===== src/hw/rtl/fsecrc_pkg.sv =====
// Shared types, constants and the CRC-16 step function for the frame encoder.
`default_nettype none
package fsecrc_pkg;

  localparam int unsigned QDEPTH = 4;
  localparam int unsigned QAW    = 2;
  localparam int unsigned QCW    = QAW + 1;

  localparam logic [15:0] CRC_POLY = 16'h1021;

  // configuration register indexes
  typedef enum logic [1:0] {
    REG_FLAG   = 2'd0,
    REG_ESCAPE = 2'd1,
    REG_MASK   = 2'd2
  } reg_idx_t;

  typedef struct packed {
    logic [7:0] flag_value;
    logic [7:0] escape_value;
    logic [7:0] stuff_mask;
  } cfg_t;

  // one classified message byte handed from front to back
  typedef struct packed {
    logic        open;
    logic [7:0]  data;
    logic        last;
    logic [15:0] crc;
  } cmd_t;

  // one-hot sequencer phases of the back end
  typedef enum logic [5:0] {
    ST_START = 6'b000001,
    ST_OPEN  = 6'b000010,
    ST_DATA  = 6'b000100,
    ST_CLO   = 6'b001000,
    ST_CHI   = 6'b010000,
    ST_CLOSE = 6'b100000
  } phase_t;

  // crc = T[crc>>8] ^ (crc<<8) ^ b, with T built bitwise from the polynomial
  function automatic logic [15:0] crc_step(input logic [15:0] crc, input logic [7:0] b);
    logic [15:0] r;
    r = {crc[15:8], 8'h00};
    for (int k = 0; k < 8; k++) begin
      if (r[15]) begin
        r = {r[14:0], 1'b0} ^ CRC_POLY;
      end else begin
        r = {r[14:0], 1'b0};
      end
    end
    return r ^ {crc[7:0], 8'h00} ^ {8'h00, b};
  endfunction

endpackage
`default_nettype wire


===== src/hw/rtl/fsecrc_queue.sv =====
// Short command queue between the front and the back of the encoder.
`default_nettype none
module fsecrc_queue (
  input  wire logic            clk,
  input  wire logic            rst_n,
  input  wire logic            push_valid,
  output logic                 push_ready,
  input  wire fsecrc_pkg::cmd_t push_data,
  output logic                 pop_valid,
  input  wire logic            pop_ready,
  output fsecrc_pkg::cmd_t     pop_data
);

  fsecrc_pkg::cmd_t                mem_r [fsecrc_pkg::QDEPTH];
  logic [fsecrc_pkg::QAW-1:0]      wr_ptr_r, wr_ptr_nxt;
  logic [fsecrc_pkg::QAW-1:0]      rd_ptr_r, rd_ptr_nxt;
  logic [fsecrc_pkg::QCW-1:0]      count_r, count_nxt;
  logic                            do_push, do_pop;

  assign push_ready = (count_r != fsecrc_pkg::QCW'(fsecrc_pkg::QDEPTH));
  assign pop_valid  = (count_r != '0);
  assign pop_data   = mem_r[rd_ptr_r];
  assign do_push    = push_valid && push_ready;
  assign do_pop     = pop_valid && pop_ready;

  always_comb begin
    wr_ptr_nxt = do_push ? wr_ptr_r + 1'b1 : wr_ptr_r;
    rd_ptr_nxt = do_pop ? rd_ptr_r + 1'b1 : rd_ptr_r;
    count_nxt  = count_r;
    if (do_push && !do_pop) begin
      count_nxt = count_r + 1'b1;
    end else if (do_pop && !do_push) begin
      count_nxt = count_r - 1'b1;
    end
  end

  always_ff @(posedge clk) begin
    if (!rst_n) begin
      wr_ptr_r <= '0;
      rd_ptr_r <= '0;
      count_r  <= '0;
    end else begin
      wr_ptr_r <= wr_ptr_nxt;
      rd_ptr_r <= rd_ptr_nxt;
      count_r  <= count_nxt;
    end
  end

  always_ff @(posedge clk) begin
    if (do_push) begin
      mem_r[wr_ptr_r] <= push_data;
    end
  end

endmodule
`default_nettype wire


===== src/hw/rtl/fsecrc_front.sv =====
// Front end: takes message bytes, tracks the open frame and the running CRC.
`default_nettype none
module fsecrc_front (
  input  wire logic         clk,
  input  wire logic         rst_n,
  input  wire logic         in_valid,
  output logic              in_ready,
  input  wire logic [7:0]   in_data_byte,
  input  wire logic         in_last_byte,
  output logic              q_valid,
  input  wire logic         q_ready,
  output fsecrc_pkg::cmd_t  q_data
);

  logic [15:0] crc_r, crc_nxt;
  logic        open_r, open_nxt;
  logic [15:0] crc_upd;
  logic        accept;

  assign in_ready = q_ready;
  assign q_valid  = in_valid;
  assign accept   = in_valid && q_ready;
  assign crc_upd  = fsecrc_pkg::crc_step(crc_r, in_data_byte);

  always_comb begin
    q_data.open = !open_r;
    q_data.data = in_data_byte;
    q_data.last = in_last_byte;
    q_data.crc  = crc_upd;
    crc_nxt     = crc_r;
    open_nxt    = open_r;
    if (accept) begin
      crc_nxt  = in_last_byte ? 16'h0000 : crc_upd;
      open_nxt = !in_last_byte;
    end
  end

  always_ff @(posedge clk) begin
    if (!rst_n) begin
      crc_r  <= 16'h0000;
      open_r <= 1'b0;
    end else begin
      crc_r  <= crc_nxt;
      open_r <= open_nxt;
    end
  end

endmodule
`default_nettype wire


===== src/hw/rtl/fsecrc_back.sv =====
// Back end: expands each command into flag, stuffed bytes and trailer beats.
`default_nettype none
module fsecrc_back (
  input  wire logic         clk,
  input  wire logic         rst_n,
  input  wire fsecrc_pkg::cfg_t cfg,
  input  wire logic         q_valid,
  output logic              q_ready,
  input  wire fsecrc_pkg::cmd_t q_data,
  output logic              out_valid,
  input  wire logic         out_ready,
  output logic [7:0]        out_byte,
  output logic              out_frame_end,
  output logic              out_run_last
);

  fsecrc_pkg::phase_t phase_r, phase_nxt, cur, phase_after;
  logic               esc_r, esc_nxt, esc_after;
  logic               out_valid_r, out_valid_nxt;
  logic [7:0]         byte_r, byte_v;
  logic               end_r, end_v;
  logic               last_r, done;
  logic [7:0]         val;
  logic               needs;
  logic               load;

  assign load      = q_valid && (!out_valid_r || out_ready);
  assign q_ready   = load && done;
  assign out_valid = out_valid_r;
  assign out_byte  = byte_r;
  assign out_frame_end = end_r;
  assign out_run_last  = last_r;

  always_comb begin
    cur = phase_r;
    if (phase_r == fsecrc_pkg::ST_START) begin
      cur = q_data.open ? fsecrc_pkg::ST_OPEN : fsecrc_pkg::ST_DATA;
    end

    unique case (cur)
      fsecrc_pkg::ST_CLO: val = q_data.crc[7:0];
      fsecrc_pkg::ST_CHI: val = q_data.crc[15:8];
      default:            val = q_data.data;
    endcase
    needs = (val == cfg.flag_value) || (val == cfg.escape_value);

    byte_v      = val;
    end_v       = 1'b0;
    done        = 1'b0;
    phase_after = cur;
    esc_after   = 1'b0;

    unique case (cur) inside
      fsecrc_pkg::ST_OPEN: begin
        byte_v      = cfg.flag_value;
        phase_after = fsecrc_pkg::ST_DATA;
      end
      fsecrc_pkg::ST_DATA, fsecrc_pkg::ST_CLO, fsecrc_pkg::ST_CHI: begin
        if (needs && !esc_r) begin
          byte_v    = cfg.escape_value;
          esc_after = 1'b1;
        end else begin
          byte_v = esc_r ? (val ^ cfg.stuff_mask) : val;
          if (cur == fsecrc_pkg::ST_DATA) begin
            if (q_data.last) begin
              phase_after = fsecrc_pkg::ST_CLO;
            end else begin
              done = 1'b1;
            end
          end else if (cur == fsecrc_pkg::ST_CLO) begin
            phase_after = fsecrc_pkg::ST_CHI;
          end else begin
            phase_after = fsecrc_pkg::ST_CLOSE;
          end
        end
      end
      fsecrc_pkg::ST_CLOSE: begin
        byte_v = cfg.flag_value;
        end_v  = 1'b1;
        done   = 1'b1;
      end
      default: begin
        phase_after = fsecrc_pkg::ST_START;
      end
    endcase
    if (done) begin
      phase_after = fsecrc_pkg::ST_START;
    end

    phase_nxt     = load ? phase_after : phase_r;
    esc_nxt       = load ? esc_after : esc_r;
    out_valid_nxt = out_valid_r;
    if (load) begin
      out_valid_nxt = 1'b1;
    end else if (out_ready) begin
      out_valid_nxt = 1'b0;
    end
  end

  always_ff @(posedge clk) begin
    if (!rst_n) begin
      phase_r     <= fsecrc_pkg::ST_START;
      esc_r       <= 1'b0;
      out_valid_r <= 1'b0;
    end else begin
      phase_r     <= phase_nxt;
      esc_r       <= esc_nxt;
      out_valid_r <= out_valid_nxt;
    end
  end

  // output beat register
  always_ff @(posedge clk) begin
    if (load) begin
      byte_r <= byte_v;
      end_r  <= end_v;
      last_r <= done;
    end
  end

endmodule
`default_nettype wire


===== src/hw/rtl/flag_stuffed_frame_encoder_crc16_unit.sv =====
// Top level of the flag-delimited, byte-stuffed frame encoder with CRC-16 trailer.
// Message bytes enter on the in_ channel (in_last_byte marks the final byte) and
// the framed stream leaves one byte per beat on the out_ channel. Input beats are
// queued (four entries); the back end emits one output beat per cycle while a
// command waits and out_ready is high, so one input byte yields 1 to 8 beats:
// one for the byte, one more if it is escaped, one for an opening flag, and for
// a last byte three to five more for the two stuffed CRC bytes and the closing
// flag. Sustained rate is set by the output sequencer at one beat per cycle while
// out_ready is high. The CRC (poly 0x1021, start 0x0000) covers raw bytes only;
// the low byte goes first. out_frame_end marks the closing flag, out_run_last the
// final beat caused by an input byte. Write configuration only while idle.
`default_nettype none
module flag_stuffed_frame_encoder_crc16_unit (
  input  wire logic       clk,
  input  wire logic       rst_n,
  input  wire logic       in_valid,
  output logic            in_ready,
  input  wire logic [7:0] in_data_byte,
  input  wire logic       in_last_byte,
  output logic            out_valid,
  input  wire logic       out_ready,
  output logic [7:0]      out_byte,
  output logic            out_frame_end,
  output logic            out_run_last,
  input  wire logic       cfg_we,
  input  wire logic [1:0] cfg_index,
  input  wire logic [7:0] cfg_wdata
);

  fsecrc_pkg::cfg_t cfg_r, cfg_nxt;
  fsecrc_pkg::cmd_t push_data, pop_data;
  logic             push_valid, push_ready, pop_valid, pop_ready;

  always_comb begin
    cfg_nxt = cfg_r;
    if (cfg_we) begin
      case (cfg_index)
        fsecrc_pkg::REG_FLAG:   cfg_nxt.flag_value   = cfg_wdata;
        fsecrc_pkg::REG_ESCAPE: cfg_nxt.escape_value = cfg_wdata;
        fsecrc_pkg::REG_MASK:   cfg_nxt.stuff_mask   = cfg_wdata;
        default:                cfg_nxt = cfg_r;
      endcase
    end
  end

  always_ff @(posedge clk) begin
    if (!rst_n) begin
      cfg_r.flag_value   <= 8'h7E;
      cfg_r.escape_value <= 8'h7D;
      cfg_r.stuff_mask   <= 8'h20;
    end else begin
      cfg_r <= cfg_nxt;
    end
  end

  fsecrc_front u_front (
    .clk          (clk),
    .rst_n        (rst_n),
    .in_valid     (in_valid),
    .in_ready     (in_ready),
    .in_data_byte (in_data_byte),
    .in_last_byte (in_last_byte),
    .q_valid      (push_valid),
    .q_ready      (push_ready),
    .q_data       (push_data)
  );

  fsecrc_queue u_queue (
    .clk        (clk),
    .rst_n      (rst_n),
    .push_valid (push_valid),
    .push_ready (push_ready),
    .push_data  (push_data),
    .pop_valid  (pop_valid),
    .pop_ready  (pop_ready),
    .pop_data   (pop_data)
  );

  fsecrc_back u_back (
    .clk           (clk),
    .rst_n         (rst_n),
    .cfg           (cfg_r),
    .q_valid       (pop_valid),
    .q_ready       (pop_ready),
    .q_data        (pop_data),
    .out_valid     (out_valid),
    .out_ready     (out_ready),
    .out_byte      (out_byte),
    .out_frame_end (out_frame_end),
    .out_run_last  (out_run_last)
  );

endmodule
`default_nettype wire

===== config.mk =====
export PLATFORM = sky130hd
export DESIGN_NAME = flag_stuffed_frame_encoder_crc16_unit
export DESIGN_NICKNAME = d
export VERILOG_FILES = /design/src/hw/rtl/fsecrc_pkg.sv /design/src/hw/rtl/fsecrc_queue.sv /design/src/hw/rtl/fsecrc_front.sv /design/src/hw/rtl/fsecrc_back.sv /design/src/hw/rtl/flag_stuffed_frame_encoder_crc16_unit.sv
export SDC_FILE = /design/constraint.sdc
export NUM_CORES = 1
export LEC_CHECK = 0
export BUFFER_PORTS_ARGS = -buffer_cell sky130_fd_sc_hd__buf_2
export CAP_MARGIN = 25
export CORE_ASPECT_RATIO = 1.25
export CORE_MARGIN = 3
export CORE_UTILIZATION = 50
export CTS_CLUSTER_DIAMETER = 150
export DETAILED_ROUTE_END_ITERATION = 10
export HOLD_SLACK_MARGIN = 0.15
export MAX_ROUTING_LAYER = met4
export PLACE_DENSITY_LB_ADDON = 0.15
export SYNTH_ARGS = -nofsm -noshare
export SYNTH_HDL_FRONTEND = slang
export SYNTH_SLANG_ARGS = --single-unit

===== constraint.sdc =====
create_clock -name clk -period 4.3 [get_ports clk]
set_input_delay 0.645 -clock clk [delete_from_list [all_inputs] [get_ports clk]]
set_output_delay 0.645 -clock clk [all_outputs]
set_load 0.05 [all_outputs]

Yosys cells after proc, flatten, opt, wreduce, memory -nomap -nowiden
Memory sizes are Yosys's and may differ from the RTL's. A register that Yosys moved wholly into a read port is not among the register bits.
Index checks and enable logic that the tools add are counted.
Widths: inputs -> output; s select.
{"block": "word_totals", "regBits": 66, "latchBits": 0, "mem_bits_rw": 104, "mem_bits_ro": 0, "input_bits": 24, "out_inout_bits": 12, "wordCells": 101, "mem_count": 1}
{"block": "classes", "addsub": 4, "n_mul": 0, "div": 0, "n_lt_le_gt_ge": 0, "eq_ne": 11, "shift": 0, "n_mux": 36, "bitwise": 11, "reduce_logical": 24}
{"memory": "u_queue.mem_r", "depth": 4, "width": 26, "rd": 1, "rd_clocked_by_memory_dff": 1, "write_ports": 1, "line_no": "fsecrc_queue.sv:14", "source": "fsecrc_pkg::cmd_t mem_r [fsecrc_pkg::QDEPTH];"}
{"cell": "$mux 13", "count": 8}
{"cell": "$mux 6", "count": 6}
{"cell": "$pmux 8 s2", "count": 2}
{"cell": "$not 3->3", "count": 8}
{"cell": "$pmux 6 s3", "count": 1}
{"cell": "$eq 8x8->1", "count": 2}
{"cell": "$mux 16", "count": 1}
{"cell": "$mux 8", "count": 2}
{"cell": "$xor 16x16->16", "count": 1}
{"cell": "$xor 16x8->16", "count": 1}
{"cell": "$mux 1", "count": 10}
{"cell": "$mux 3", "count": 3}
{"cell": "$xor 8x8->8", "count": 1}
{"cell": "$logic_and 1x1->1", "count": 7}
{"cell": "$eq 6x1->1 const B", "count": 1}
{"cell": "$eq 6x2->1 const B", "count": 1}
{"cell": "$eq 6x3->1 const B", "count": 1}
{"cell": "$eq 6x4->1 const B", "count": 1}
{"cell": "$eq 6x5->1 const B", "count": 1}
{"cell": "$eq 6x6->1 const B", "count": 1}
{"cell": "$logic_not 1->1", "count": 6}
{"cell": "$reduce_and 2->1", "count": 3}
{"cell": "$add 2x1->2 const B", "count": 2}
{"cell": "$mux 2", "count": 2}
{"cell": "other kinds (12)", "count": 14}

Longest topological paths before layout
Gate-level depths: netlist of the first run.
{"block": "logic_depth", "ltp_word": 19, "depth_mapped": 16, "ltp_nobuf": 14}

Hierarchy
A second synthesis of the first run with hierarchy kept.
{"block": "hier_totals", "hier_cells": 612, "hier_area_um2": 8136.6}
{"mod": "fsecrc_queue", "instances": 1, "cells_each": 184, "area_each_um2": 4292.9, "seq_area_each_um2": 3303.2}
{"mod": "fsecrc_back", "instances": 1, "cells_each": 218, "area_each_um2": 1885.6, "seq_area_each_um2": 460.4}
{"mod": "flag_stuffed_frame_encoder_crc16_unit", "instances": 1, "cells_each": 97, "area_each_um2": 979.7, "seq_area_each_um2": 480.5}
{"mod": "fsecrc_front", "instances": 1, "cells_each": 113, "area_each_um2": 978.4, "seq_area_each_um2": 340.3}

Least setup slack after synthesis of the first run
No wires, ideal clock.
{"block": "synth_timing", "kind": "flip-flop to flip-flop", "startpoint": "reg with a tool-made name", "endpoint": "reg u_queue.count_r[2] (netlist name)", "setup_ns": 0.071, "arrival_time_ns": 3.663, "required_time_ns": 4.229, "setup_slack_ns": 0.566, "path_stages_with_launch": 16, "synth_period_minus_slack_ns": 3.734, "cell_sequence": "dfxtp_1 -> buf_6 -> buf_2 -> mux4_2 -> a211o_1 -> xnor2_1 -> nand4_1 -> o22ai_2 -> a211oi_2 -> inv_1 -> ha_1 -> inv_1 -> fa_1 -> xor2_1 -> or3_1 -> a21oi_1"}
{"element": "end signal, assigned", "line_no": "fsecrc_queue.sv:45", "source": "count_r <= count_nxt;"}
{"element": "end, declared", "line_no": "fsecrc_queue.sv:17", "source": "logic [fsecrc_pkg::QCW-1:0] count_r, count_nxt;"}

==> run_results.csv, run 1 <==
group,metric,value,unit
status,status,"finished, final reports clean",
timing,fin_crit_sh,0.929,
floorplanning,core.rowCount,48,
final_layout,nFillCells,1141,
final_layout,final_common_cell,"edfxtp_1",
yosys,async_flop_share,0,
worst_setup_path,end_kind,"flop",
yosys,synth_edf_count,114,
yosys,ys_ff_latch,172,
placed_design,numPortBuffers,35,
worst_setup_path,critPathRequiredTime,4.65,ns
final_layout,diodes,0,
placed_design,post_dp_cell_area,7720,sq um
timing,finalHoldViolCount,0,
worst_setup_path,worst_ep_arrival_time,4.34,ns
clocking,cts-root-buf,"clkbuf_16",
worst_setup_path,slowest_stage,"mux4_2",
floorplanning,die-area,16200,sq um
timing,finalCriticalPeriod,3.99,ns
placed_design,dp_hpwl,10.0,mm
yosys,ys_seq_area_frac,0.625,
final_layout,final_cell_mix,"edfxtp_1, dfxtp_1, nand2_1",
route,drc,0,
timing,tightest_slew,1.04,ns
yosys,synth_fp_nets,563,
clocking,clock-sinks,172,
worst_setup_path,worst_path_largest_cell_delay,0.52,ns
worst_setup_path,crit_fanout,26,
timing,fin_tns_setup,0,ns
run,cap_violations,0,
grt,grt_pass1_wl,24.2,mm
grt,grt_use_total,0.201,
worst_setup_path,crit_type,"reg2reg",
route,avgViaCountPerCell,5.84,
route,ant_nets,0,
route,wl_per_cell,19.6,um
yosys,synth_cell_types,50,
floorplanning,initial_core_util,0.522,
pwr,cellLeakagePower,0.00310,uW
grt,grt_overflow,0,
worst_setup_path,start_kind,"flop",
hold_path,hold_path.class,"in2reg",
route,routed_wl,15.0,mm
timing,relSlewSlack,0.304,
clocking,clkLatencyLatePin,0.42,ns
clocking,clk_path_buf_depth,2,
timing,fin_skew,0.00827,ns
worst_setup_path,critPathMostFrequentCell,"inv_1",
route,drtIter0Drc,339,
route,drtPass1Iterations,7,
floorplanning,die_w,114,um
yosys,synthCells,533,
floorplanning,dieHeight,141,um
pwr,p_per_area,593,nW/um^2
clocking,numCtsBuffers,17,
timing,rsz0062_at_grt,"false",
pwr,ir_drop,0.000410,V
timing,fmax,0.250,GHz
clocking,path_clk_slew,0.06,ns
clocking,cts_tree,"yes",
grt,grt_max_degree,42,
route,vias,4457,
yosys,yosysWarningCount,0,
timing,maxSlewViolCount,0,
yosys,netlist_area,7330,sq um
worst_setup_path,crit_buf_inv,3,
grt,grt_pass1_vias,4590,
clocking,htreeDepth,4,
yosys,synth_ff_type,"edfxtp_1",
worst_setup_path,cp_cell_sequence,"buf_12, mux4_2, and3_1, a211o_1, xnor2_1, nand4_1, o22ai_4, a211oi_2, inv_1, ha_1, inv_1, fa_1, xor2_1, or3_1, a21oi_1",
clocking,ctsHoldBuffers,0,
floorplanning,pin_count,36,
final_layout,drive_above_1_share,0.190,
final_layout,final_cell_area,8300,sq um
final_layout,syn_to_final_growth,13.3,%
final_layout,final_nets,605,
yosys,syn_avg_cell_area,13.8,sq um
floorplanning,core_area,14100,sq um
placed_design,place.gp.congestion,0.873,
grt,grt_antenna_before_repair,0,
timing,finalSetupViolations,0,
worst_setup_path,crit_family,"compound AO/OA/AOI/OAI gates",
==> area by class of cell <==
type / instances / area (sq um) / area share
clock inverter: 12 / 109 / 0.0131
tap: 175 / 219 / 0.0264
multi-input combinational: 324 / 2590 / 0.312
clock buffer: 20 / 458 / 0.0552
timing repair buffer: 47 / 290 / 0.0350
sequential: 172 / 4590 / 0.552
inverter: 13 / 48.8 / 0.00588
==> report_power, final <==
group / internal [uW] / switching [uW]
Clock: 834 / 623
Combinational: 449 / 848
Sequential: 2070 / 94.9
==> per-stage QoR <==
step	cells	hold slack, ns	utilization	setup slack [ns]	total power [uW]
after floorplan	533	0.445	-	0.566	3160
after global placement	730	0.451	0.549	0.298	3470
after detailed placement	730	0.458	0.549	0.220	3500
after CTS	762	0.445	0.590	0.212	4960
after global routing	763	0.471	0.591	0.0101	5150
final	763	0.456	0.591	0.306	4920
==> worst paths after layout <==
| path | from | endpoint | cells past startpoint | slack, ns |
|---|---|---|---|---|
| worst max-delay path | flop | u_queue.count_r[2]$_SDFFE_PN0P_ | 15 | 0.31 |
| worst min-delay path | cfg_wdata[5] | cfg_r[21]$_SDFFE_PN1P_ | 3 | 0.46 |
| worst max register to register | flop | u_queue.count_r[2]$_SDFFE_PN0P_ | 15 | 0.31 |
| worst min register to register | u_back.out_valid$_SDFFE_PN0P_ | u_back.out_valid$_SDFFE_PN0P_ | 2 | 0.47 |
==> state kept, by name, summed over array words and instances, names as in the netlist, named ones only <==
name                  count
u_queue.mem_r           104
cfg_r                    24
u_front.crc_r            16
u_back.out_byte           8
u_back.phase_r            6
u_queue.count_r           3
u_queue.rd_ptr_r          2
u_queue.wr_ptr_r          2
u_back.esc_r              1
u_back.out_frame_end      1
u_back.out_run_last       1
u_back.out_valid          1
u_front.open_r            1
==> synthesized netlist by cell type (all sizes together), types with 11 or more instances <==
master | count | area share
a21oi | 13 | 0.0089
a22oi | 12 | 0.012
and3 | 20 | 0.017
clkbuf | 18 | 0.0092
dfxtp | 58 | 0.16
edfxtp | 114 | 0.47
inv | 11 | 0.0056
mux2i | 20 | 0.027
mux4 | 26 | 0.080
nand2 | 50 | 0.026
nand3 | 15 | 0.010
nor2 | 33 | 0.017
o21ai | 13 | 0.0089
xnor2 | 33 | 0.040
xor2 | 18 | 0.022
==> cell families after synthesis <==
family,Yosys count,synth area share
flops,172,0.625
simple gates,150,0.100
compound gates,70,0.0705
xor+xnor,51,0.0620
mux,47,0.109
buf+inv,37,0.0220
fa+ha+maj,6,0.0113
==> worst register-to-register path: stages, from the launching register on <==
cell	delay [ns]
dfxtp_2	0.34
buf_12	0.23
mux4_2	0.54
and3_1	0.19
a211o_1	0.35
xnor2_1	0.19
nand4_1	0.21
o22ai_4	0.33
a211oi_2	0.16
inv_1	0.08
ha_1	0.18
inv_1	0.07
fa_1	0.43
xor2_1	0.18
or3_1	0.30
a21oi_1	0.15
==> per-layer routing <==
layer	GRT usage	up-vias	wire length [um]
li1	-	2092	-
met4	0.0682	0	320
met3	0.0405	32	665
met2	0.333	129	7610
met5	-	-	0
met1	0.247	2204	6370
==> repair_timing <==
item                                    4_1_cts  5_1_grt
buffers inserted                              0        1
gates resized for setup                       0        1
endpoints found under the setup margin        0        1
Note: power is estimated with default switching activity, not from simulation.
==> inputs of run 2 (changes only) <==
--- a/config.mk
+++ b/config.mk
@@ -7,7 +7,7 @@
 export LEC_CHECK = 0
 export BUFFER_PORTS_ARGS = -buffer_cell sky130_fd_sc_hd__buf_2
 export CAP_MARGIN = 25
-export CORE_ASPECT_RATIO = 1.25
+export CORE_ASPECT_RATIO = 1.1
 export CORE_MARGIN = 3
 export CORE_UTILIZATION = 50
 export CTS_CLUSTER_DIAMETER = 150
==> run_results.csv, run 2 (same netlist as run 1, synthesis figures left out) <==
group,metric,value,unit
route,routed_wl,14.9,mm
hold_path,hold_path.class,"in2reg",
clocking,clkLatencyLatePin,0.43,ns
route,drtPass1Iterations,7,
route,ant_nets,0,
timing,fmax,0.251,GHz
final_layout,final_cell_area,8370,sq um
worst_setup_path,worst_ep_arrival_time,4.36,ns
pwr,p_per_area,605,nW/um^2
pwr,cellLeakagePower,0.00313,uW
route,wl_per_cell,19.2,um
clocking,htreeDepth,4,
route,wl_met3,604,um
route,topRoutingLayerUsed,"met4",
route,drc,0,
placed_design,dp_hpwl,10.1,mm
floorplanning,initial_core_util,0.521,
worst_setup_path,start_kind,"flop",
floorplanning,core_area,14100,sq um
final_layout,diodes,0,
timing,maxSlewViolCount,0,
pwr,ir_drop,0.000303,V
placed_design,numPortBuffers,35,
route,avgViaCountPerCell,5.69,
worst_setup_path,reg2reg_to,"u_queue.count_r[2]$_SDFFE_PN0P_",
route,drtIter0Drc,500,
clocking,numCtsBuffers,17,
clocking,cts_tree,"yes",
timing,finalCriticalPeriod,3.99,ns
worst_setup_path,critPathRequiredTime,4.67,ns
final_layout,reg_top3,"u_queue.mem_r x104, cfg_r x24, u_front.crc_r x16",
timing,finalSetupViolations,0,
grt,grt_max_degree,27,
floorplanning,die-area,16100,sq um
worst_setup_path,crit_type,"reg2reg",
final_layout,syn_to_final_growth,14.2,%
timing,relSlewSlack,0.417,
floorplanning,dieHeight,133,um
timing,fin_tns_setup,0,ns
timing,fin_skew,0.00701,ns
timing,tightest_slew,0.871,ns
route,met2_length,7.40,mm
route,vias,4416,
final_layout,final_cell_mix,"edfxtp_1, dfxtp_1, nand2_1",
grt,grt_use_total,0.205,
placed_design,post-place-cells,743,
status,status,"finished, final reports clean",
worst_setup_path,end_kind,"flop",
floorplanning,core.rowCount,45,
worst_setup_path,crit_fanout,26,
timing,finalHoldViolCount,0,
timing,rsz0062_at_grt,"false",
final_layout,drive_above_1_share,0.190,
clocking,clk_path_buf_depth,2,
clocking,cts-root-buf,"clkbuf_16",
timing,fin_crit_sh,0.928,
final_layout,final_common_cell,"edfxtp_1",
final_layout,final_nets,605,
final_layout,largest_reg_flops,104,
clocking,clock-sinks,172,
route,wl_met1,6.73,mm
grt,grt_pass1_vias,4466,
floorplanning,die_w,121,um
placed_design,place.gp.congestion,0.846,
worst_setup_path,rr_worst_depth,15,
final_layout,finalNonFillerCells,776,
floorplanning,pin_count,36,
final_layout,largest-register,"u_queue.mem_r",
worst_setup_path,r2r_slack,0.31,ns
placed_design,post_dp_cell_area,7740,sq um
grt,grt_pass1_wl,24.2,mm
grt,grt_antenna_before_repair,0,
clocking,path_clk_slew,0.06,ns
grt,grt_overflow,0,
run,cap_violations,0,
worst_setup_path,worstSetupEndpoint,"u_queue.count_r[2]$_SDFFE_PN0P_",
[run 2: cell count changes in the layout (fill, tap and decap cells not counted), sizes merged]
cell	before	now
buf	47	46
inv	15	14
clkinv	6	7
clkinvlp	3	2
clkbuf	20	19
bufinv	1	4
[run 2: how the worst min path moves through the flow]
stage / end / cells after the start / slack, ns / startpoint
6_report: cfg_r[21]$_SDFFE_PN1P_ / 3 / 0.45 / cfg_wdata[5]
5_1_grt: u_queue.mem_r[0][23]$_DFFE_PP_ / 1 / 0.45 / in_data_byte[6]
4_1_cts: cfg_r[21]$_SDFFE_PN1P_ / 3 / 0.44 / cfg_wdata[5]
3_5_place_dp: flop / 2 / 0.46 / u_queue.rd_ptr_r[1]$_SDFFE_PN0P_
3_3_place_gp: u_back.out_valid$_SDFFE_PN0P_ / 2 / 0.45 / u_back.out_valid$_SDFFE_PN0P_
2_1_floorplan: flop / 2 / 0.45 / u_queue.rd_ptr_r[1]$_SDFFE_PN0P_
[run 2: final cells by class]
cell class	instances	area [sq um]
Clock inverter	14	191
Inverter	13	48.8
Timing Repair Buffer	47	290
Fill cell	1113	5700
Tap cell	188	235
Clock buffer	18	429
Sequential cell	172	4590
Multi-Input combinational cell	324	2590
[run 2: critical path, stage by stage, from the launching register on]
cell,delay (ns)
dfxtp_2,0.34
buf_12,0.23
mux4_2,0.55
and3_1,0.20
a211o_1,0.33
xnor2_1,0.21
nand4_1,0.20
o22ai_4,0.29
a211oi_2,0.16
inv_1,0.09
ha_1,0.19
inv_1,0.07
fa_1,0.43
xor2_1,0.18
or3_1,0.31
a21oi_1,0.14
[run 2: timing repair]
| item | CTS | global route |
|---|---|---|
| hold buffers | 0 | 0 |
| endpoints found under the hold margin | 0 | 0 |
| setup buffers | 0 | 0 |
| resized for setup | 0 | 1 |
| setup endpoints to repair | 0 | 1 |
[run 2: metal layers]
metal / global-route usage / vias up
met4: 0.0697 / 0
met3: 0.0445 / 17
li1: - / 2088
met2: 0.319 / 118
met1: 0.268 / 2193
met5: - / -
[run 2: where the power goes]
part / internal, uW / total (uW) / switching (uW)
clock: 973 / 1600 / 624
combinational: 449 / 1300 / 849
sequential: 2070 / 2170 / 96.8
[run 2: stage by stage]
stage	power [uW]	setup WS [ns]	utilization	hold WS, ns
after floorplan	3160	0.566	-	0.445
final	5070	0.310	0.595	0.455
after detailed placement	3500	0.241	0.550	0.463
after CTS	5100	0.237	0.594	0.440
after global routing	5300	0.0329	0.595	0.452
after global placement	3470	0.339	0.550	0.453
